`config.mk`:
```
export PLATFORM = sky130hd
export DESIGN_NAME = traffic_activity_led_blinker_core
export DESIGN_NICKNAME = d
export VERILOG_FILES = /design/src/rtl/talb_pkg.sv /design/src/rtl/traffic_activity_led_blinker_core.sv
export SDC_FILE = /design/constraint.sdc
export NUM_CORES = 1
export LEC_CHECK = 0
export BUFFER_PORTS_ARGS = -buffer_cell sky130_fd_sc_hd__buf_2
export CAP_MARGIN = 10
export CORE_ASPECT_RATIO = 1.25
export CORE_MARGIN = 1
export CORE_UTILIZATION = 55
export CTS_CLUSTER_DIAMETER = 40
export DETAILED_ROUTE_END_ITERATION = 6
export GPL_TIMING_DRIVEN = 0
export PLACE_DENSITY = 0.69
export SLEW_MARGIN = 10
export SYNTH_ARGS = -nofsm -noshare
export SYNTH_HDL_FRONTEND = slang
export SYNTH_SLANG_ARGS = --single-unit
export TNS_END_PERCENT = 5
```
`constraint.sdc`:
```
create_clock -name aclk -period 13.9 [get_ports aclk]
set_clock_uncertainty 0.15 [all_clocks]
set_input_delay 1.39 -clock aclk [delete_from_list [all_inputs] [get_ports aclk]]
set_output_delay 1.39 -clock aclk [all_outputs]
set_load 0.02 [all_outputs]
```
`src/rtl/talb_pkg.sv`:
```
// Package for the traffic activity LED blinker: widths, reset values,
// configuration register indexes, sequencer states and the half-period table.
// No dependencies.
`default_nettype none

package talb_pkg;

    localparam int TICKS_PER_SECOND = 1000;
    localparam int COUNT_WIDTH      = 32;
    localparam int THR_WIDTH        = 18;
    localparam int RATE_WIDTH       = 6;
    localparam int HALF_WIDTH       = 10;
    localparam int HALVES_WIDTH     = 7;
    localparam int ITER_WIDTH       = $clog2(COUNT_WIDTH);

    localparam logic [THR_WIDTH-1:0]  THR_RESET  = THR_WIDTH'(8192);
    localparam logic [RATE_WIDTH-1:0] RATE_RESET = RATE_WIDTH'(10);

    typedef enum logic {
        CFG_THRESHOLD = 1'b0,
        CFG_MAX_RATE  = 1'b1
    } cfg_index_t;

    typedef enum logic {
        OP_SAMPLE = 1'b0,
        OP_TICK   = 1'b1
    } opcode_t;

    typedef enum logic [2:0] {
        ST_IDLE,
        ST_EVAL,
        ST_DIV,
        ST_RATE,
        ST_DONE
    } state_t;

    // Ticks in one half of an off-on cycle, indexed by blink rate.
    localparam logic [HALF_WIDTH-1:0] HALF_TABLE [2**RATE_WIDTH] = '{
        HALF_WIDTH'(0),
        HALF_WIDTH'(TICKS_PER_SECOND / 2),   HALF_WIDTH'(TICKS_PER_SECOND / 4),
        HALF_WIDTH'(TICKS_PER_SECOND / 6),   HALF_WIDTH'(TICKS_PER_SECOND / 8),
        HALF_WIDTH'(TICKS_PER_SECOND / 10),  HALF_WIDTH'(TICKS_PER_SECOND / 12),
        HALF_WIDTH'(TICKS_PER_SECOND / 14),  HALF_WIDTH'(TICKS_PER_SECOND / 16),
        HALF_WIDTH'(TICKS_PER_SECOND / 18),  HALF_WIDTH'(TICKS_PER_SECOND / 20),
        HALF_WIDTH'(TICKS_PER_SECOND / 22),  HALF_WIDTH'(TICKS_PER_SECOND / 24),
        HALF_WIDTH'(TICKS_PER_SECOND / 26),  HALF_WIDTH'(TICKS_PER_SECOND / 28),
        HALF_WIDTH'(TICKS_PER_SECOND / 30),  HALF_WIDTH'(TICKS_PER_SECOND / 32),
        HALF_WIDTH'(TICKS_PER_SECOND / 34),  HALF_WIDTH'(TICKS_PER_SECOND / 36),
        HALF_WIDTH'(TICKS_PER_SECOND / 38),  HALF_WIDTH'(TICKS_PER_SECOND / 40),
        HALF_WIDTH'(TICKS_PER_SECOND / 42),  HALF_WIDTH'(TICKS_PER_SECOND / 44),
        HALF_WIDTH'(TICKS_PER_SECOND / 46),  HALF_WIDTH'(TICKS_PER_SECOND / 48),
        HALF_WIDTH'(TICKS_PER_SECOND / 50),  HALF_WIDTH'(TICKS_PER_SECOND / 52),
        HALF_WIDTH'(TICKS_PER_SECOND / 54),  HALF_WIDTH'(TICKS_PER_SECOND / 56),
        HALF_WIDTH'(TICKS_PER_SECOND / 58),  HALF_WIDTH'(TICKS_PER_SECOND / 60),
        HALF_WIDTH'(TICKS_PER_SECOND / 62),  HALF_WIDTH'(TICKS_PER_SECOND / 64),
        HALF_WIDTH'(TICKS_PER_SECOND / 66),  HALF_WIDTH'(TICKS_PER_SECOND / 68),
        HALF_WIDTH'(TICKS_PER_SECOND / 70),  HALF_WIDTH'(TICKS_PER_SECOND / 72),
        HALF_WIDTH'(TICKS_PER_SECOND / 74),  HALF_WIDTH'(TICKS_PER_SECOND / 76),
        HALF_WIDTH'(TICKS_PER_SECOND / 78),  HALF_WIDTH'(TICKS_PER_SECOND / 80),
        HALF_WIDTH'(TICKS_PER_SECOND / 82),  HALF_WIDTH'(TICKS_PER_SECOND / 84),
        HALF_WIDTH'(TICKS_PER_SECOND / 86),  HALF_WIDTH'(TICKS_PER_SECOND / 88),
        HALF_WIDTH'(TICKS_PER_SECOND / 90),  HALF_WIDTH'(TICKS_PER_SECOND / 92),
        HALF_WIDTH'(TICKS_PER_SECOND / 94),  HALF_WIDTH'(TICKS_PER_SECOND / 96),
        HALF_WIDTH'(TICKS_PER_SECOND / 98),  HALF_WIDTH'(TICKS_PER_SECOND / 100),
        HALF_WIDTH'(TICKS_PER_SECOND / 102), HALF_WIDTH'(TICKS_PER_SECOND / 104),
        HALF_WIDTH'(TICKS_PER_SECOND / 106), HALF_WIDTH'(TICKS_PER_SECOND / 108),
        HALF_WIDTH'(TICKS_PER_SECOND / 110), HALF_WIDTH'(TICKS_PER_SECOND / 112),
        HALF_WIDTH'(TICKS_PER_SECOND / 114), HALF_WIDTH'(TICKS_PER_SECOND / 116),
        HALF_WIDTH'(TICKS_PER_SECOND / 118), HALF_WIDTH'(TICKS_PER_SECOND / 120),
        HALF_WIDTH'(TICKS_PER_SECOND / 122), HALF_WIDTH'(TICKS_PER_SECOND / 124),
        HALF_WIDTH'(TICKS_PER_SECOND / 126)
    };

endpackage

`default_nettype wire

```
`src/rtl/traffic_activity_led_blinker_core.sv`:
```
// Top level of the traffic activity LED blinker: sequencer, iterative
// restoring divider and burst timer. Depends on talb_pkg.
//
// Usage: the slave channel takes one item per transfer. tuser carries the
// opcode (sample or tick); tdata carries the byte count and the radio-off
// flag. Each item yields exactly one result transfer on the master channel
// with the LED level, whether a sample was taken, and whether a burst runs.
// Configuration (threshold, maximum rate) is a plain write port; the user
// must write it only while the block is idle, which the block does not enforce.
// A tick, or a sample that starts no division, goes through the eval and done
// states before m_tvalid rises. A sample taken while no burst runs, whose
// growth reaches a nonzero threshold, runs the 1-bit-per-cycle divider over
// all 32 growth bits, then the rate and done states. s_tready is high only in
// the idle state, so no new item is taken until the last one leaves the done
// state. The result register lets a new item be taken while the last result
// waits; if the receiver stalls, the next result holds in the done state until
// the register frees up. Reset (aresetn low, synchronous) clears the control
// state; the LED goes off and the configuration returns to 8192 bytes, rate 10.
`default_nettype none

module traffic_activity_led_blinker_core
    import talb_pkg::*;
(
    input  wire logic                  aclk,
    input  wire logic                  aresetn,
    // slave: tdata = {pad[39:33], radio_off[32], byte_count[31:0]}
    input  wire logic                  s_tvalid,
    output logic                       s_tready,
    input  wire logic [39:0]           s_tdata,
    // slave: tuser = {opcode[0]}
    input  wire logic                  s_tuser,
    // master: tdata = {pad[7:3], blinking[2], sample_accepted[1], led_on[0]}
    output logic                       m_tvalid,
    input  wire logic                  m_tready,
    output logic [7:0]                 m_tdata,
    input  wire logic                  cfg_wr_en,
    input  wire logic                  cfg_addr,
    input  wire logic [THR_WIDTH-1:0]  cfg_wdata
);

    state_t                     state_reg, state_next;
    logic [THR_WIDTH-1:0]       thr_reg, thr_next;
    logic [RATE_WIDTH-1:0]      max_rate_reg, max_rate_next;

    logic                       op_reg, op_next;
    logic [COUNT_WIDTH-1:0]     count_reg, count_next;
    logic                       radio_off_reg, radio_off_next;
    logic                       taken_reg, taken_next;

    logic [COUNT_WIDTH-1:0]     prev_reg, prev_next;
    logic [HALF_WIDTH-1:0]      half_period_reg, half_period_next;
    logic [HALF_WIDTH-1:0]      countdown_reg, countdown_next;
    logic [HALVES_WIDTH-1:0]    halves_reg, halves_next;
    logic                       led_reg, led_next;

    logic [COUNT_WIDTH-1:0]     div_reg, div_next;
    logic [THR_WIDTH-1:0]       rem_reg, rem_next;
    logic [ITER_WIDTH-1:0]      iter_reg, iter_next;

    logic                       m_tvalid_reg, m_tvalid_next;
    logic [2:0]                 m_flags_reg, m_flags_next;

    logic [COUNT_WIDTH:0]       grow_ext;
    logic                       grow_enough;
    logic [THR_WIDTH:0]         trial;
    logic                       trial_fits;
    logic [THR_WIDTH:0]         trial_diff;
    logic [RATE_WIDTH-1:0]      capped_rate;
    logic                       start_go;
    logic [RATE_WIDTH-1:0]      start_rate;
    logic [HALF_WIDTH-1:0]      start_half;
    logic [HALVES_WIDTH-1:0]    halves_dec;

    assign s_tready = (state_reg == ST_IDLE);
    assign m_tvalid = m_tvalid_reg;
    assign m_tdata  = {5'b0, m_flags_reg};

    // Growth since the last count that reached the threshold; the top bit is the borrow.
    assign grow_ext    = {1'b0, count_reg} - {1'b0, prev_reg};
    assign grow_enough = !grow_ext[COUNT_WIDTH]
                         && (grow_ext[COUNT_WIDTH-1:0] >= COUNT_WIDTH'(thr_reg));

    // One restoring divide step: shift in the next dividend bit, try subtract.
    assign trial      = {rem_reg, div_reg[COUNT_WIDTH-1]};
    assign trial_fits = (trial >= {1'b0, thr_reg});
    assign trial_diff = trial - {1'b0, thr_reg};

    assign capped_rate = (div_reg > COUNT_WIDTH'(max_rate_reg))
                         ? max_rate_reg : div_reg[RATE_WIDTH-1:0];

    assign start_half = (HALF_TABLE[start_rate] == '0)
                        ? HALF_WIDTH'(1) : HALF_TABLE[start_rate];
    assign halves_dec = halves_reg - HALVES_WIDTH'(1);

    always_comb begin
        state_next       = state_reg;
        thr_next         = thr_reg;
        max_rate_next    = max_rate_reg;
        op_next          = op_reg;
        count_next       = count_reg;
        radio_off_next   = radio_off_reg;
        taken_next       = taken_reg;
        prev_next        = prev_reg;
        half_period_next = half_period_reg;
        countdown_next   = countdown_reg;
        halves_next      = halves_reg;
        led_next         = led_reg;
        div_next         = div_reg;
        rem_next         = rem_reg;
        iter_next        = iter_reg;
        m_tvalid_next    = m_tvalid_reg && !m_tready;
        m_flags_next     = m_flags_reg;
        start_go         = 1'b0;
        start_rate       = capped_rate;

        if (cfg_wr_en) begin
            unique case (cfg_index_t'(cfg_addr))
                CFG_THRESHOLD: thr_next      = cfg_wdata;
                CFG_MAX_RATE:  max_rate_next = cfg_wdata[RATE_WIDTH-1:0];
                default: ;
            endcase
        end

        unique case (state_reg)
            ST_IDLE: begin
                if (s_tvalid) begin
                    op_next        = s_tuser;
                    count_next     = s_tdata[COUNT_WIDTH-1:0];
                    radio_off_next = s_tdata[COUNT_WIDTH];
                    state_next     = ST_EVAL;
                end
            end
            ST_EVAL: begin
                taken_next = 1'b0;
                state_next = ST_DONE;
                if (opcode_t'(op_reg) == OP_TICK) begin
                    if (halves_reg != '0) begin
                        if (countdown_reg > HALF_WIDTH'(1)) begin
                            countdown_next = countdown_reg - HALF_WIDTH'(1);
                        end else begin
                            halves_next    = halves_dec;
                            countdown_next = half_period_reg;
                            // stay lit after the last half
                            led_next       = (halves_dec == '0) || halves_dec[0];
                        end
                    end
                end else if (halves_reg == '0) begin
                    taken_next = 1'b1;
                    if (!grow_enough) begin
                        led_next = !radio_off_reg;
                    end else begin
                        prev_next = count_reg;
                        if (thr_reg == '0) begin
                            start_go   = 1'b1;
                            start_rate = max_rate_reg;
                        end else begin
                            div_next   = grow_ext[COUNT_WIDTH-1:0];
                            rem_next   = '0;
                            iter_next  = '0;
                            state_next = ST_DIV;
                        end
                    end
                end
            end
            ST_DIV: begin
                rem_next  = trial_fits ? trial_diff[THR_WIDTH-1:0] : trial[THR_WIDTH-1:0];
                div_next  = {div_reg[COUNT_WIDTH-2:0], trial_fits};
                iter_next = iter_reg + ITER_WIDTH'(1);
                if (iter_reg == ITER_WIDTH'(COUNT_WIDTH - 1)) begin
                    state_next = ST_RATE;
                end
            end
            ST_RATE: begin
                start_go   = 1'b1;
                start_rate = capped_rate;
                state_next = ST_DONE;
            end
            ST_DONE: begin
                if (!m_tvalid_reg || m_tready) begin
                    m_tvalid_next = 1'b1;
                    m_flags_next  = {halves_reg != '0, taken_reg, led_reg};
                    state_next    = ST_IDLE;
                end
            end
            default: state_next = ST_IDLE;
        endcase

        // A zero rate leaves the LED and the burst timer alone.
        if (start_go && start_rate != '0) begin
            half_period_next = start_half;
            countdown_next   = start_half;
            halves_next      = {start_rate, 1'b0};
            led_next         = 1'b0;
        end
    end

    always_ff @(posedge aclk) begin
        if (!aresetn) begin
            state_reg       <= ST_IDLE;
            thr_reg         <= THR_RESET;
            max_rate_reg    <= RATE_RESET;
            prev_reg        <= '0;
            half_period_reg <= '0;
            countdown_reg   <= '0;
            halves_reg      <= '0;
            led_reg         <= 1'b0;
            m_tvalid_reg    <= 1'b0;
        end else begin
            state_reg       <= state_next;
            thr_reg         <= thr_next;
            max_rate_reg    <= max_rate_next;
            prev_reg        <= prev_next;
            half_period_reg <= half_period_next;
            countdown_reg   <= countdown_next;
            halves_reg      <= halves_next;
            led_reg         <= led_next;
            m_tvalid_reg    <= m_tvalid_next;
        end
    end

    always_ff @(posedge aclk) begin
        op_reg        <= op_next;
        count_reg     <= count_next;
        radio_off_reg <= radio_off_next;
        taken_reg     <= taken_next;
        div_reg       <= div_next;
        rem_reg       <= rem_next;
        iter_reg      <= iter_next;
        m_flags_reg   <= m_flags_next;
    end

endmodule

`default_nettype wire
```
### After elaboration in Yosys (flattened, before gate mapping)

Memory sizes are Yosys's and may differ from the RTL's.
Index checks and enable logic that the tools add are counted.

| word-level totals | value |
|---|---|
| output and inout port bits | 10 |
| input bits | 65 |
| bits in registers | 181 |
| latch bits | 0 |
| word-level logic and storage cells | 139 |
| memory bits (read-only) | 640 |
| memories | 1 |
| RAM bits | 0 |

| cells by class | value |
|---|---|
| shifts and indexed selects | 0 |
| equal/unequal tests | 16 |
| multiplexer cells | 56 |
| multipliers | 0 |
| bitwise gates (word level) | 5 |
| add/subtract/negate cells | 5 |
| order comparisons | 5 |
| reductions and logical operators | 33 |
| div/mod/pow operators | 0 |

Memories:

| memory | words | bits a word | rd ports | clocked after memory_dff | write ports | RTL line | RTL |
|---|---|---|---|---|---|---|---|
| (name not given) | 64 | 10 | 1 | 0 | 0 | traffic_activity_led_blinker_core.sv:92 | `? HALF_WIDTH'(1) : HALF_TABLE[start_rate];` |

Operator list:

| cell | count |
|---|---|
| two-way mux 32 bit | 4 |
| two-way mux 18 bit | 5 |
| two-way mux 10 bit | 8 |
| one-hot mux 32 bit (2 select lines) | 1 |
| two-way mux 6 bit | 6 |
| one-hot mux 18 bit (2 select lines) | 1 |
| two-way mux 7 bit | 5 |
| subtractor 32 x 32 -> 33 bit | 1 |
| >= comparator 32 x 18 -> 1 bit | 1 |
| greater-than comparator 32 x 6 -> 1 bit | 1 |
| two-way mux 3 bit | 7 |
| two-way mux 5 bit | 4 |
| >= comparator 19 x 18 -> 1 bit | 1 |
| zero test 18 bit | 1 |
| inequality test 2 bit (second input constant) | 9 |
| subtractor 18 bit | 1 |
| one-hot mux 3 bit (5 select lines) | 1 |
| zero test 7 bit | 2 |
| two-way mux 1 bit | 12 |
| AND reduction 4 bit | 3 |
| greater-than comparator 10 x 1 -> 1 bit (second input constant) | 1 |
| zero test 10 bit | 1 |
| one-hot mux 5 bit (2 select lines) | 1 |
| AND reduction 5 bit | 2 |
| other kinds (22) | 41 |

### Logic depth before layout (Yosys ltp)

Gate-level depths: netlist of the first run.

| depth | value |
|---|---|
| depth in word-level cells | 14 |
| depth in mapped cells | 34 |
| depth with buffers taken out | 29 |

### Worst setup path before layout of the first run

OpenSTA, ideal clock, no wires.

| timing path | value |
|---|---|
| path type | register to register |
| from | register count_reg[0] |
| to | register countdown_reg[0] |
| arrival time | 6.511 ns |
| path buffers | 5 |
| data required time | 13.627 ns |
| stages on the path, launching flop included | 35 |
| setup slack | 7.117 ns |
| clock period less this slack | 6.783 ns |
| library setup time | 0.123 ns |
| path through | edfxtp_1 inv_1 ha_1 inv_1 fa_1 a211o_1 o211ai_2 a31o_4 a21oi_1 a21oi_1 xnor2_1 ha_1 a21o_1 a211oi_1 o21ai_0 a21oi_1 o21ai_0 or4_4 buf_6 nor4b_4 o21a_1 buf_2 buf_2 buf_2 nor2_1 a21oi_1 inv_1 ha_1 buf_1 inv_1 mux2i_1 or3_1 a32o_1 a311oi_2 nor2_1 |

| on the way | value |
|---|---|
| cells in the longest elaborated chain, start to end | 14 |
| elaborated cells between the ends (all ways) | 25 |
| those cells by class | 1 x add/sub; 1 x order compare; 12 x mux; 1 x bitwise; 9 x reduce/logical; 1 x memory |

Ends and longest elaborated chain:

| element | RTL line | RTL |
|---|---|---|
| start, declared | traffic_activity_led_blinker_core.sv:46 | `logic [COUNT_WIDTH-1:0] count_reg, count_next;` |
| start signal, assigned | traffic_activity_led_blinker_core.sv:223 | `count_reg <= count_next;` |
| subtractor 32 x 32 -> 33 bit (*) | traffic_activity_led_blinker_core.sv:79 | `assign grow_ext = {1'b0, count_reg} - {1'b0, prev_reg};` |
| >= comparator 32 x 18 -> 1 bit or zero test 1 bit (tied branches) | traffic_activity_led_blinker_core.sv:81, traffic_activity_led_blinker_core.sv:80 |  |
| logical AND 1 bit (*) | traffic_activity_led_blinker_core.sv:81 | `&& (grow_ext[COUNT_WIDTH-1:0] >= COUNT_WIDTH'(thr_reg));` |
| two-way mux 6 bit | traffic_activity_led_blinker_core.sv:149 | `if (!grow_enough) begin` |
| two-way mux 6 bit | traffic_activity_led_blinker_core.sv:147 | `end else if (halves_reg == '0) begin` |
| two-way mux 6 bit | traffic_activity_led_blinker_core.sv:136 | `if (opcode_t'(op_reg) == OP_TICK) begin` |
| two-way mux 6 bit | traffic_activity_led_blinker_core.sv:124 | `unique case (state_reg)` |
| inverter 6 -> 7 bit (not written as such) | traffic_activity_led_blinker_core.sv:91, traffic_activity_led_blinker_core.sv:92 |  |
| memory (64 x 10 bit) | - |  |
| two-way mux 10 bit (not written as such) (2 in a row) | traffic_activity_led_blinker_core.sv:92 |  |
| zero test 10 bit | traffic_activity_led_blinker_core.sv:91 | `assign start_half = (HALF_TABLE[start_rate] == '0)` |
| two-way mux 10 bit | traffic_activity_led_blinker_core.sv:92 |  |
| two-way mux 10 bit | traffic_activity_led_blinker_core.sv:189 | `if (start_go && start_rate != '0) begin` |
| end signal, assigned | traffic_activity_led_blinker_core.sv:214 | `countdown_reg <= countdown_next;` |
| end, declared | traffic_activity_led_blinker_core.sv:52 | `logic [HALF_WIDTH-1:0] countdown_reg, countdown_next;` |

Every way passes the cells marked *; elsewhere a longest branch is shown, timed or not. The select of a mux whose other input is x is not followed.
A chain may end at the register's enable or synchronous reset.

### Worst setup path in the final report of the first run

| timing path | value |
|---|---|
| from | register count_reg[0] |
| to | register half_period_reg[0] |

| on the way | value |
|---|---|
| cells in the longest elaborated chain, start to end | 13 |
| elaborated cells between the ends (all ways) | 20 |
| those cells by class | 1 x add/sub; 1 x order compare; 11 x mux; 1 x bitwise; 5 x reduce/logical; 1 x memory |

Ends and longest elaborated chain:

| element | RTL line | RTL |
|---|---|---|
| subtractor 32 x 32 -> 33 bit (*) | traffic_activity_led_blinker_core.sv:79 |  |
| >= comparator 32 x 18 -> 1 bit or zero test 1 bit (tied branches) | traffic_activity_led_blinker_core.sv:81, traffic_activity_led_blinker_core.sv:80 |  |
| logical AND 1 bit (*) | traffic_activity_led_blinker_core.sv:81 |  |
| two-way mux 6 bit | traffic_activity_led_blinker_core.sv:149 |  |
| two-way mux 6 bit | traffic_activity_led_blinker_core.sv:147 |  |
| two-way mux 6 bit | traffic_activity_led_blinker_core.sv:136 |  |
| two-way mux 6 bit | traffic_activity_led_blinker_core.sv:124 |  |
| inverter 6 -> 7 bit (not written as such) | traffic_activity_led_blinker_core.sv:91, traffic_activity_led_blinker_core.sv:92 |  |
| memory (64 x 10 bit) | - |  |
| two-way mux 10 bit (not written as such) (2 in a row) | traffic_activity_led_blinker_core.sv:92 |  |
| zero test 10 bit | traffic_activity_led_blinker_core.sv:91 |  |
| two-way mux 10 bit | traffic_activity_led_blinker_core.sv:92 |  |
| end signal, assigned | traffic_activity_led_blinker_core.sv:213 | `half_period_reg <= half_period_next;` |
| end, declared | traffic_activity_led_blinker_core.sv:51 | `logic [HALF_WIDTH-1:0] half_period_reg, half_period_next;` |

Marks and branches as above.

==> run summary, run 1 <==
Crit Path Class: flip-flop to flip-flop
Crit start category: flip-flop
Die span in y: 168 um
Iter 0 DRT Violations: 675
Antenna cells: 0
Worst EP required: 14.06 ns
Leakage power: 5.16 nW
Sw Ratio: 30.6%
Cell Pwr Density: 106 mW/mm2
Cell mode on critical path: inv_1
Clock transition at path regs: 0.07 ns
CTS max path bufs: 2
Period minus WS final: 8.25 ns
CP peak stage delay: 0.60 ns
Number of global-route vias before repair: 10100
Drt total wl: 30.9 mm
Final period util: 59.4%
Slowest stage cell, crit path: a21oi_1
Final setup violation count: 0
CP max FO: 10
Die area: 0.0226 mm2
Most used flip-flop cell after synthesis: edfxtp_1
Post_cts resized: 0
Slew HR: 46.0%
Hold Vio Cnt, Final: 0
Mean Syn Cell Area: 8.49 um2
Core ar.: 0.0215 mm2
Hold Crit Class: flip-flop to flip-flop
Status: complete, no violations
Switch Pwr: 434 uW
DIE WIDTH: 135 um
DR vias: 10500
Commonest cells after routing, fill and taps aside: nand2_1, nor2_1, inv_1, edfxtp_1, ha_1
Worst skew pair latency: 0.44 ns
Setup bufs post-CTS: 0
Port Buf Inserts: 60
Register area share after synthesis: 37.5%
Clk root buf: clkbuf_16
Crit path arrival time: 8.41 ns
Most common cell after layout, fill and taps aside: nand2_1
VDD IR max: 85.4 uV
Actual slew at the worst max-slew pin: 0.810 ns
Pins Over Slew Limit: 0
Yosys cell types: 88
P_int: 984 uW
Register bit total from synthesis: 180
Area growth, synth to finish: 10.9%
Drt pass-1 iters: 5
Main area contributors after synthesis: edfxtp_1, dfxtp_1, ha_1
Initial antenna violation count: 0
Max Freq: 121 MHz
ANT nets after route: 0
Hpwl dp: 23.9 mm
RSZ-0062 raised after global routing: no
First-pass GRT wire length: 50.0 mm
Site Rows: 60
Initial Utilization: 56.1%
Routed WL per cell: 17.1 um
Yosys warning count: 0
IO Count: 75
Cell area after synthesis: 0.0121 mm2
Comb pwr share: 21.9%
Sum Neg Setup Slack: 0 ns
Max-Cap Viols: 0
DRC Markers: 0
Share of the synthesized area in the top cell type: 23.1%
Yosys top cell by area: edfxtp_1
Largest net degree at the start of global routing: 35
Post-synthesis cell count: 1425
Hold Buf Count CTS: 0
CTS tree: done
Routability cong.: 0.961
Total CTS buffers: 17
Layout cells sized above 1: 9.32%
Fin nets: 1667
Clock network fraction of design power: 35.3%
Pwr Total: 1.42 mW
Via/cell ratio: 5.81
Sequential Power Share: 42.8%
Grt ovf: 0
Number of flops mapped to enable cells by yosys: 93
Htree depth: 4
CP endpoint kind: flip-flop
Num Clock Sinks: 180
Gr usage total: 28.3%
Ys async rst share: 0%
cells by family after synthesis:
group                      Yosys count  synth area share, %
and+or+nand+nor                    554                 21.3
AOI/OAI and AO/OA                  359                 20.5
DFF                                180                 37.5
buffers and inverters              171                 5.76
adders and majority gates           92                 9.64
xor gates and xnor gates            38                 2.75
muxes                               30                 2.51
other                                1               0.0310
power by group through the flow:
stage | Combinational [mW] | Sequential (mW) | Clock (mW)
floorplan | 0.226 | 0.615 | 0
global placement | 0.297 | 0.620 | 0
detailed placement | 0.306 | 0.619 | 0
CTS | 0.308 | 0.607 | 0.508
global route | 0.347 | 0.610 | 0.531
finish | 0.310 | 0.607 | 0.500
area by class of cell:
| type | count | area (um2) |
|---|---|---|
| sequential | 180 | 4530 |
| multi-input combinational | 1078 | 6890 |
| buffer | 78 | 348 |
| tap | 279 | 349 |
| fill | 1948 | 8130 |
| clock inverter | 14 | 165 |
| clock buffer | 18 | 429 |
| inverter | 93 | 349 |
| timing repair buffer | 62 | 348 |
cell usage after synthesis, types with 15 or more instances:
master	count
a21oi_1	72
mux2i_1	27
clkbuf_1	54
edfxtp_1	93
xnor2_1	20
nand2_1	224
ha_1	90
xor2_1	18
inv_1	93
nand4_1	17
nor3_1	31
o21ai_0	59
dfxtp_1	87
nand3_1	38
nor4_1	16
a21o_1	21
a21boi_0	65
nor2_1	133
nor2b_1	15
worst max-delay path: cells and delay by family, from the launching register on:
family          cells  cell delay [ns]
flops               1             0.40
compound gates     12             2.76
buf+inv             9             1.64
xor+xnor            1             0.21
fa+ha+maj           4             1.28
mux                 1             0.07
simple gates        6             1.58
path summary, 6_finish.rpt:
| path | start | end | slack, ns | cells past startpoint |
|---|---|---|---|---|
| min reg2reg | taken_reg$_SDFFCE_PP0P_ | m_flags_reg[1]$_DFFE_PP_ | 0.27 | 0 |
| max | count_reg[0]$_DFFE_PP_ | half_period_reg[0]$_SDFFE_PN0P_ | 5.65 | 33 |
| max reg2reg | count_reg[0]$_DFFE_PP_ | half_period_reg[0]$_SDFFE_PN0P_ | 5.65 | 33 |
| min | taken_reg$_SDFFCE_PP0P_ | m_flags_reg[1]$_DFFE_PP_ | 0.27 | 0 |
metrics by stage:
stage	setup WS, ns	hold WS [ns]	utilization [%]	cells	instance area [um2]
3_5_place_dp	5.69	0.258	59.5	1770	12800
6_report	5.65	0.274	62.3	1802	13400
4_1_cts	5.64	0.275	62.3	1802	13400
3_3_place_gp	5.16	0.275	59.2	1768	12800
5_1_grt	5.09	0.281	62.3	1802	13400
2_1_floorplan	7.12	0.250	-	1429	12100
metal layers:
metal | global-route usage (%) | wire length (um) | up-vias
li1 | - | - | 5234
met1 | 34.4 | 13400 | 4929
met2 | 50.4 | 15500 | 247
met3 | 3.94 | 1130 | 56
met4 | 10.4 | 850 | 0
met5 | 0 | 0 | -
(Power assumes the default switching activity.)
==> inputs of run 2 (changes only) <==
Settings changed: ABC_AREA from default to 1, PLACE_DENSITY 0.69 to 0.72.
Clock period 13.9 ns to 7.33 ns, I/O delays scaled along.
==> run summary, run 2 <==
Crit start category: flip-flop
Cell mode on critical path: nand2_1
Num Clock Sinks: 180 (unchanged)
Slowest stage cell, crit path: fa_1
Htree depth: 4 (unchanged)
Hold Path Stages: 0 (unchanged)
P_int: 2.25 mW (+130%)
Crit path arrival time: 5.63 ns (-2.78 ns)
IO Count: 75 (unchanged)
Clock network fraction of design power: 25.5% (-9.8 points)
Final period util: 74.3% (+15 points)
Sum Neg Setup Slack: 0 ns (unchanged)
VDD IR max: 181 uV (+110%)
ANT nets after route: 0 (unchanged)
# fillers: 1935 (-0.67%)
Worst R2R Start: count_reg[0]$_DFFE_PP_
Yosys top cell by area: edfxtp_1
CP endpoint kind: flip-flop
Die area: 0.0219 mm2 (-3.0%)
Yosys warning count: 0 (unchanged)
Die span in y: 165 um (-1.5%)
Leading cell types by count after synthesis: nand2_1, inv_1, a21oi_1
Largest net degree at the start of global routing: 56 (+60%)
Hold Crit Class: flip-flop to flip-flop
Hpwl dp: 23.8 mm (-0.34%)
Worst Reg-to-Reg Cells: 39 (+18%)
Leakage power: 5.86 nW (+14%)
Hold Vio Cnt, Final: 0 (unchanged)
Status: complete, no violations
Max-Cap Viols: 0 (unchanged)
Hold Startpoint: led_reg$_SDFFE_PP0P_
CTS max path bufs: 2 (unchanged)
Drt total wl: 30.4 mm (-1.7%)
Gr usage total: 28.7% (+0.38 points)
Site Rows: 59 (-1.7%)
Drt pass-1 iters: 7 (+2)
Port Buf Inserts: 62 (+3.3%)
Worst EP required: 7.52 ns (-6.54 ns)
Cell area after synthesis: 0.0117 mm2 (-3.1%)
Slew HR: 12.3% (-34 points)
Iter 0 DRT Violations: 608 (-9.9%)
Share of the synthesized area in the top cell type: 23.8% (+0.73 points)
Core ar.: 0.0209 mm2 (-3.0%)
Area growth, synth to finish: 11.1%
Register area share after synthesis: 38.7% (+1.2 points)
Hold Buf Count CTS: 0 (unchanged)
Comb pwr share: 38.9% (+17 points)
Hold endpoint: m_flags_reg[0]$_DFFE_PP_
Critical R2R Capture: countdown_reg[0]$_SDFFE_PN0P_
Initial antenna violation count: 0 (unchanged)
R2r setup slk: 1.89 ns (-3.76 ns)
Clk root buf: clkbuf_16
Mean Syn Cell Area: 7.50 um2 (-12%)
Number of flops mapped to enable cells by yosys: 93 (unchanged)
Post-synthesis cell count: 1563 (+9.7%)
Number of global-route vias before repair: 10300 (+2.3%)
Ys async rst share: 0% (unchanged)
DRC Markers: 0 (unchanged)
Register bit total from synthesis: 180 (unchanged)
Routed WL per cell: 15.7 um (-8.5%)
DR vias: 10700 (+1.8%)
First-pass GRT wire length: 49.6 mm (-0.91%)
Worst skew pair latency: 0.45 ns (about the same)
Total CTS buffers: 17 (unchanged)
Final setup violation count: 0 (unchanged)
Layout cells sized above 1: 8.97% (-0.36 points)
Commonest cells after routing, fill and taps aside: nand2_1, inv_1, a21oi_1
Period minus WS final: 5.44 ns (-2.81 ns)
CTS tree: done
Sequential Power Share: 35.6% (-7.2 points)
Post_cts resized: 0 (unchanged)
Cell Pwr Density: 284 mW/mm2 (+170%)
Main area contributors after synthesis: edfxtp_1, dfxtp_1, nand2_1
Setup bufs post-CTS: 0 (unchanged)
Sw Ratio: 39.3% (+8.6 points)
Switch Pwr: 1.45 mW (+230%)
Max Freq: 184 MHz (+52%)
Pins Over Slew Limit: 0 (unchanged)
Routability cong.: 0.926 (-3.6%)
Worst-case hold slack: 0.286 ns (+0.0124 ns)
Clock transition at path regs: 0.07 ns (about the same)
CP peak stage delay: 0.43 ns (-0.17 ns)
Actual slew at the worst max-slew pin: 1.30 ns (+0.494 ns)
Initial Utilization: 56.1% (about the same)
Grt ovf: 0 (unchanged)
DIE WIDTH: 133 um (-1.5%)
CP max FO: 7 (-3)
Fin nets: 1806 (+8.3%)
Yosys cell types: 56 (-36%)
RSZ-0062 raised after global routing: no
Via/cell ratio: 5.50 (-5.3%)
Antenna cells: 0 (unchanged)
Most common cell after layout, fill and taps aside: nand2_1
Most used flip-flop cell after synthesis: edfxtp_1
Crit Path Class: flip-flop to flip-flop
Most frequent cell after synthesis: nand2_1
run 2: cell count changes after synthesis, sizes merged, moves of 35 or more:
cell,delta
a21boi,-75
a21oi,+72
inv,+130
nand2,+173
nand3,+35
o21ai,+77
run 2: logic make-up (layout without fill, tap and decap cells):
logic type | after synthesis | after routing | share of synthesized area [%]
and+or+nand+nor | 659 | 659 | 24.4
xor gates and xnor gates | 37 | 37 | 2.76
adders and majority gates | 92 | 92 | 9.94
AOI/OAI and AO/OA | 328 | 328 | 15.1
DFF | 180 | 180 | 38.7
other | 1 | 5 | 0.0320
buffers and inverters | 266 | 361 | 9.12
run 2: worst max-delay path by stage:
stage / slack, ns / from / depth (start not counted) / to
6_report: 1.89 / count_reg[0]$_DFFE_PP_ / 39 / countdown_reg[0]$_SDFFE_PN0P_
5_1_grt: 1.40 / count_reg[0]$_DFFE_PP_ / 39 / countdown_reg[0]$_SDFFE_PN0P_
4_1_cts: 1.88 / count_reg[0]$_DFFE_PP_ / 39 / countdown_reg[0]$_SDFFE_PN0P_
3_5_place_dp: 1.91 / count_reg[0]$_DFFE_PP_ / 39 / countdown_reg[0]$_SDFFE_PN0P_
3_3_place_gp: 1.53 / count_reg[0]$_DFFE_PP_ / 25 / rem_reg[10]$_SDFFCE_PN0P_
2_1_floorplan: 2.79 / count_reg[0]$_DFFE_PP_ / 25 / div_reg[0]$_DFFE_PP_
run 2: metrics by stage:
| step | utilization (%) | worst slack (ns) | cell area (um2) | instances | power [mW] |
|---|---|---|---|---|---|
| after floorplan | - | 2.79 | 11700 | 1567 | 2.37 |
| after global placement | 59.3 | 1.53 | 12400 | 1903 | 2.71 |
| after detailed placement | 59.5 | 1.91 | 12400 | 1904 | 2.75 |
| after CTS | 62.4 | 1.88 | 13000 | 1936 | 3.70 |
| after global routing | 62.4 | 1.40 | 13000 | 1936 | 3.94 |
| final | 62.4 | 1.89 | 13000 | 1936 | 3.70 |
run 2: per-layer routing:
metal	vias up	routed length, um	global-route usage, %
met3	57	1300	3.30
met4	0	885	11.9
met1	4952	12600	33.2
met2	292	15600	53.6
met5	-	0	0
li1	5349	-	-
run 2: cell type report:
type | instances | area (um2) | area share (%)
sequential | 180 | 4530 | 34.8
clock buffer | 18 | 429 | 3.29
clock inverter | 14 | 168 | 1.29
timing repair buffer | 63 | 330 | 2.54
inverter | 224 | 846 | 6.49
multi-input combinational | 1121 | 6150 | 47.2
buffer | 42 | 224 | 1.72
tap | 274 | 343 | 2.63
run 2: critical path, delay by kind of cell (launching register included):
| kind | cells | cell delay (ns) |
|---|---|---|
| buffers and inverters | 5 | 0.47 |
| xor gates and xnor gates | 1 | 0.19 |
| and+or+nand+nor | 28 | 2.79 |
| DFF | 1 | 0.42 |
| AOI/OAI and AO/OA | 1 | 0.18 |
| adders and majority gates | 4 | 1.15 |
run 2: power groups by stage:
stage	clock network [mW]	registers, mW	logic (mW)
final	0.945	1.32	1.44
after global routing	0.988	1.33	1.62
after CTS	0.954	1.31	1.43
after detailed placement	0	1.34	1.42
after global placement	0	1.34	1.37
after floorplan	0	1.32	1.05
==> inputs of run 3 (changes only) <==
Clock period 7.33 ns to 5 ns, I/O delays scaled along.
==> run summary, run 3 (same netlist as run 2, synthesis figures left out) <==
CP endpoint kind: flip-flop
Routed WL per cell: 16.0 um (+2.0%)
Initial antenna violation count: 0 (unchanged)
Core ar.: 0.0209 mm2 (unchanged)
Iter 0 DRT Violations: 750 (+23%)
Fin worst setup slack: 0.0851 ns (-1.80 ns)
Num Clock Sinks: 180 (unchanged)
Gr usage total: 28.9% (+0.24 points)
DR vias: 10800 (+1.8%)
Dpl ws: -0.422 ns (-2.33 ns)
CTS max path bufs: 2 (unchanged)
Total CTS buffers: 17 (unchanged)
Clock network fraction of design power: 24.5% (-1.0 points)
IO Count: 75 (unchanged)
CTS tree: done
Area growth, synth to finish: 17.0%
Crit start category: flip-flop
DIE WIDTH: 133 um (unchanged)
ANT nets after route: 0 (unchanged)
Hold Crit Class: input pin to flip-flop
Most common cell after layout, fill and taps aside: nand2_1
Sw Ratio: 39.6% (+0.35 points)
Comb pwr share: 41.3% (+2.4 points)
Crit path arrival time: 5.16 ns (-0.47 ns)
Clk root buf: clkbuf_16
DRC Markers: 0 (unchanged)
Worst-case hold slack: 0.0720 ns (-0.215 ns)
VDD IR max: 273 uV (+51%)
R2r setup slk: 0.09 ns (-1.80 ns)
Routability cong.: 0.926 (unchanged)
Drt total wl: 31.4 mm (+3.4%)
Worst skew pair latency: 0.45 ns (about the same)
Die area: 0.0219 mm2 (unchanged)
Largest net degree at the start of global routing: 56 (unchanged)
Final period util: 98.3% (+24 points)
Hpwl dp: 23.8 mm (unchanged)
Sum Neg Setup Slack: 0 ns (unchanged)
CP max FO: 5 (-2)
Final Instance Area: 0.0137 mm2 (+5.4%)
Max-Cap Viols: 0 (unchanged)
Cell Pwr Density: 412 mW/mm2 (+45%)
Worst EP required: 5.25 ns (-2.27 ns)
CP peak stage delay: 0.42 ns (about the same)
Fin nets: 1833 (+1.5%)
P_int: 3.41 mW (+52%)
Actual slew at the worst max-slew pin: 1.27 ns (-0.0377 ns)
Port Buf Inserts: 62 (unchanged)
Slew HR: 14.8% (+2.5 points)
Slowest stage cell, crit path: edfxtp_1
Pins Over Slew Limit: 0 (unchanged)
Hold Vio Cnt, Final: 0 (unchanged)
Crit Path Class: flip-flop to flip-flop
RSZ-0062 raised after global routing: yes
Layout cells sized above 1: 15.6% (+6.6 points)
Drt pass-1 iters: 7 (unchanged)
Final setup violation count: 0 (unchanged)
Site Rows: 59 (unchanged)
Status: complete, no violations
Clock transition at path regs: 0.07 ns (about the same)
Die span in y: 165 um (unchanged)
Leakage power: 6.07 nW (+3.5%)
Commonest cells after routing, fill and taps aside: nand2_1, inv_1, a21oi_1
Number of global-route vias before repair: 10400 (+1.3%)
Htree depth: 4 (unchanged)
Period minus WS final: 4.91 ns (-0.528 ns)
Max Freq: 203 MHz (+11%)
Via/cell ratio: 5.52 (+0.42%)
Cell mode on critical path: nand2_2
Sequential Power Share: 34.2% (-1.4 points)
Initial Utilization: 56.1% (unchanged)
Switch Pwr: 2.24 mW (+54%)
Grt ovf: 0 (unchanged)
Antenna cells: 0 (unchanged)
First-pass GRT wire length: 50.0 mm (+0.82%)
Cell Area, Placed: 0.0124 mm2 (unchanged)
Pwr Total: 5.65 mW (+53%)
==> run 3: cell count changes in the layout (fill, tap and decap cells not counted), moves of 9 or more <==
| cell | before | now |
|---|---|---|
| ha_1 | 90 | 74 |
| buf_4 | 6 | 29 |
| xor2_1 | 24 | 15 |
| nand2_1 | 386 | 358 |
| nand2_2 | 7 | 27 |
==> run 3: worst max-delay path, delay by kind of cell (launching register included) <==
family	cells	cell delay [ns]
AND/OR/NAND/NOR	16	1.82
adder cells (fa/ha/maj)	4	1.10
AO/OA/AOI/OAI	4	0.58
buffers and inverters	6	0.55
flip-flops	1	0.42
XOR/XNOR	1	0.23
==> run 3: path summary, 6_finish.rpt <==
check,to,from,depth (start not counted)
worst min-delay path,count_reg[11]$_DFFE_PP_,s_tdata[11],1
worst max-delay path,countdown_reg[0]$_SDFFE_PN0P_,count_reg[0]$_DFFE_PP_,31
worst max register to register,countdown_reg[0]$_SDFFE_PN0P_,count_reg[0]$_DFFE_PP_,31
worst min register to register,m_flags_reg[1]$_DFFE_PP_,taken_reg$_SDFFCE_PP0P_,0
==> run 3: final cells by class <==
cell class,instances,area (um2)
plain buffers,42,230
well taps,274,343
clock inverters,14,168
clock buffers,18,429
inverters,224,853
flip-flops and latches,180,4530
fillers,1825,7160
multi-input cells,1121,6610
repair buffers,90,561
==> run 3: through the flow <==
step	instances	util, %
global placement	1903	59.3
finish	1963	65.7
global route	1963	65.7
floorplan	1567	-
CTS	1941	63.1
detailed placement	1904	59.5
==> run 3: power groups by stage <==
stage,clock network (mW),logic [mW],registers [mW]
2_1_floorplan,0,1.54,1.93
3_3_place_gp,0,2.01,1.96
3_5_place_dp,0,2.08,1.96
4_1_cts,1.40,2.14,1.93
5_1_grt,1.45,2.60,1.95
6_report,1.39,2.33,1.93
==> run 3: metal layers <==
metal,track usage (%),part of all wire (%),wire [um],up-vias
li1,-,-,-,5396
met1,33.2,41,13000,5082
met2,54.3,52,16300,300
met3,3.42,3.7,1160,66
met4,12.2,3.0,932,0
met5,0,0,0,-
==> run 3: timing repair <==
action | CTS | global route
hold buffers | 0 | 0
setup buffers | 5 | 22
resized for setup | 23 | 99
endpoints found under the setup margin | 27 | 46
pin swaps | 4 | 31
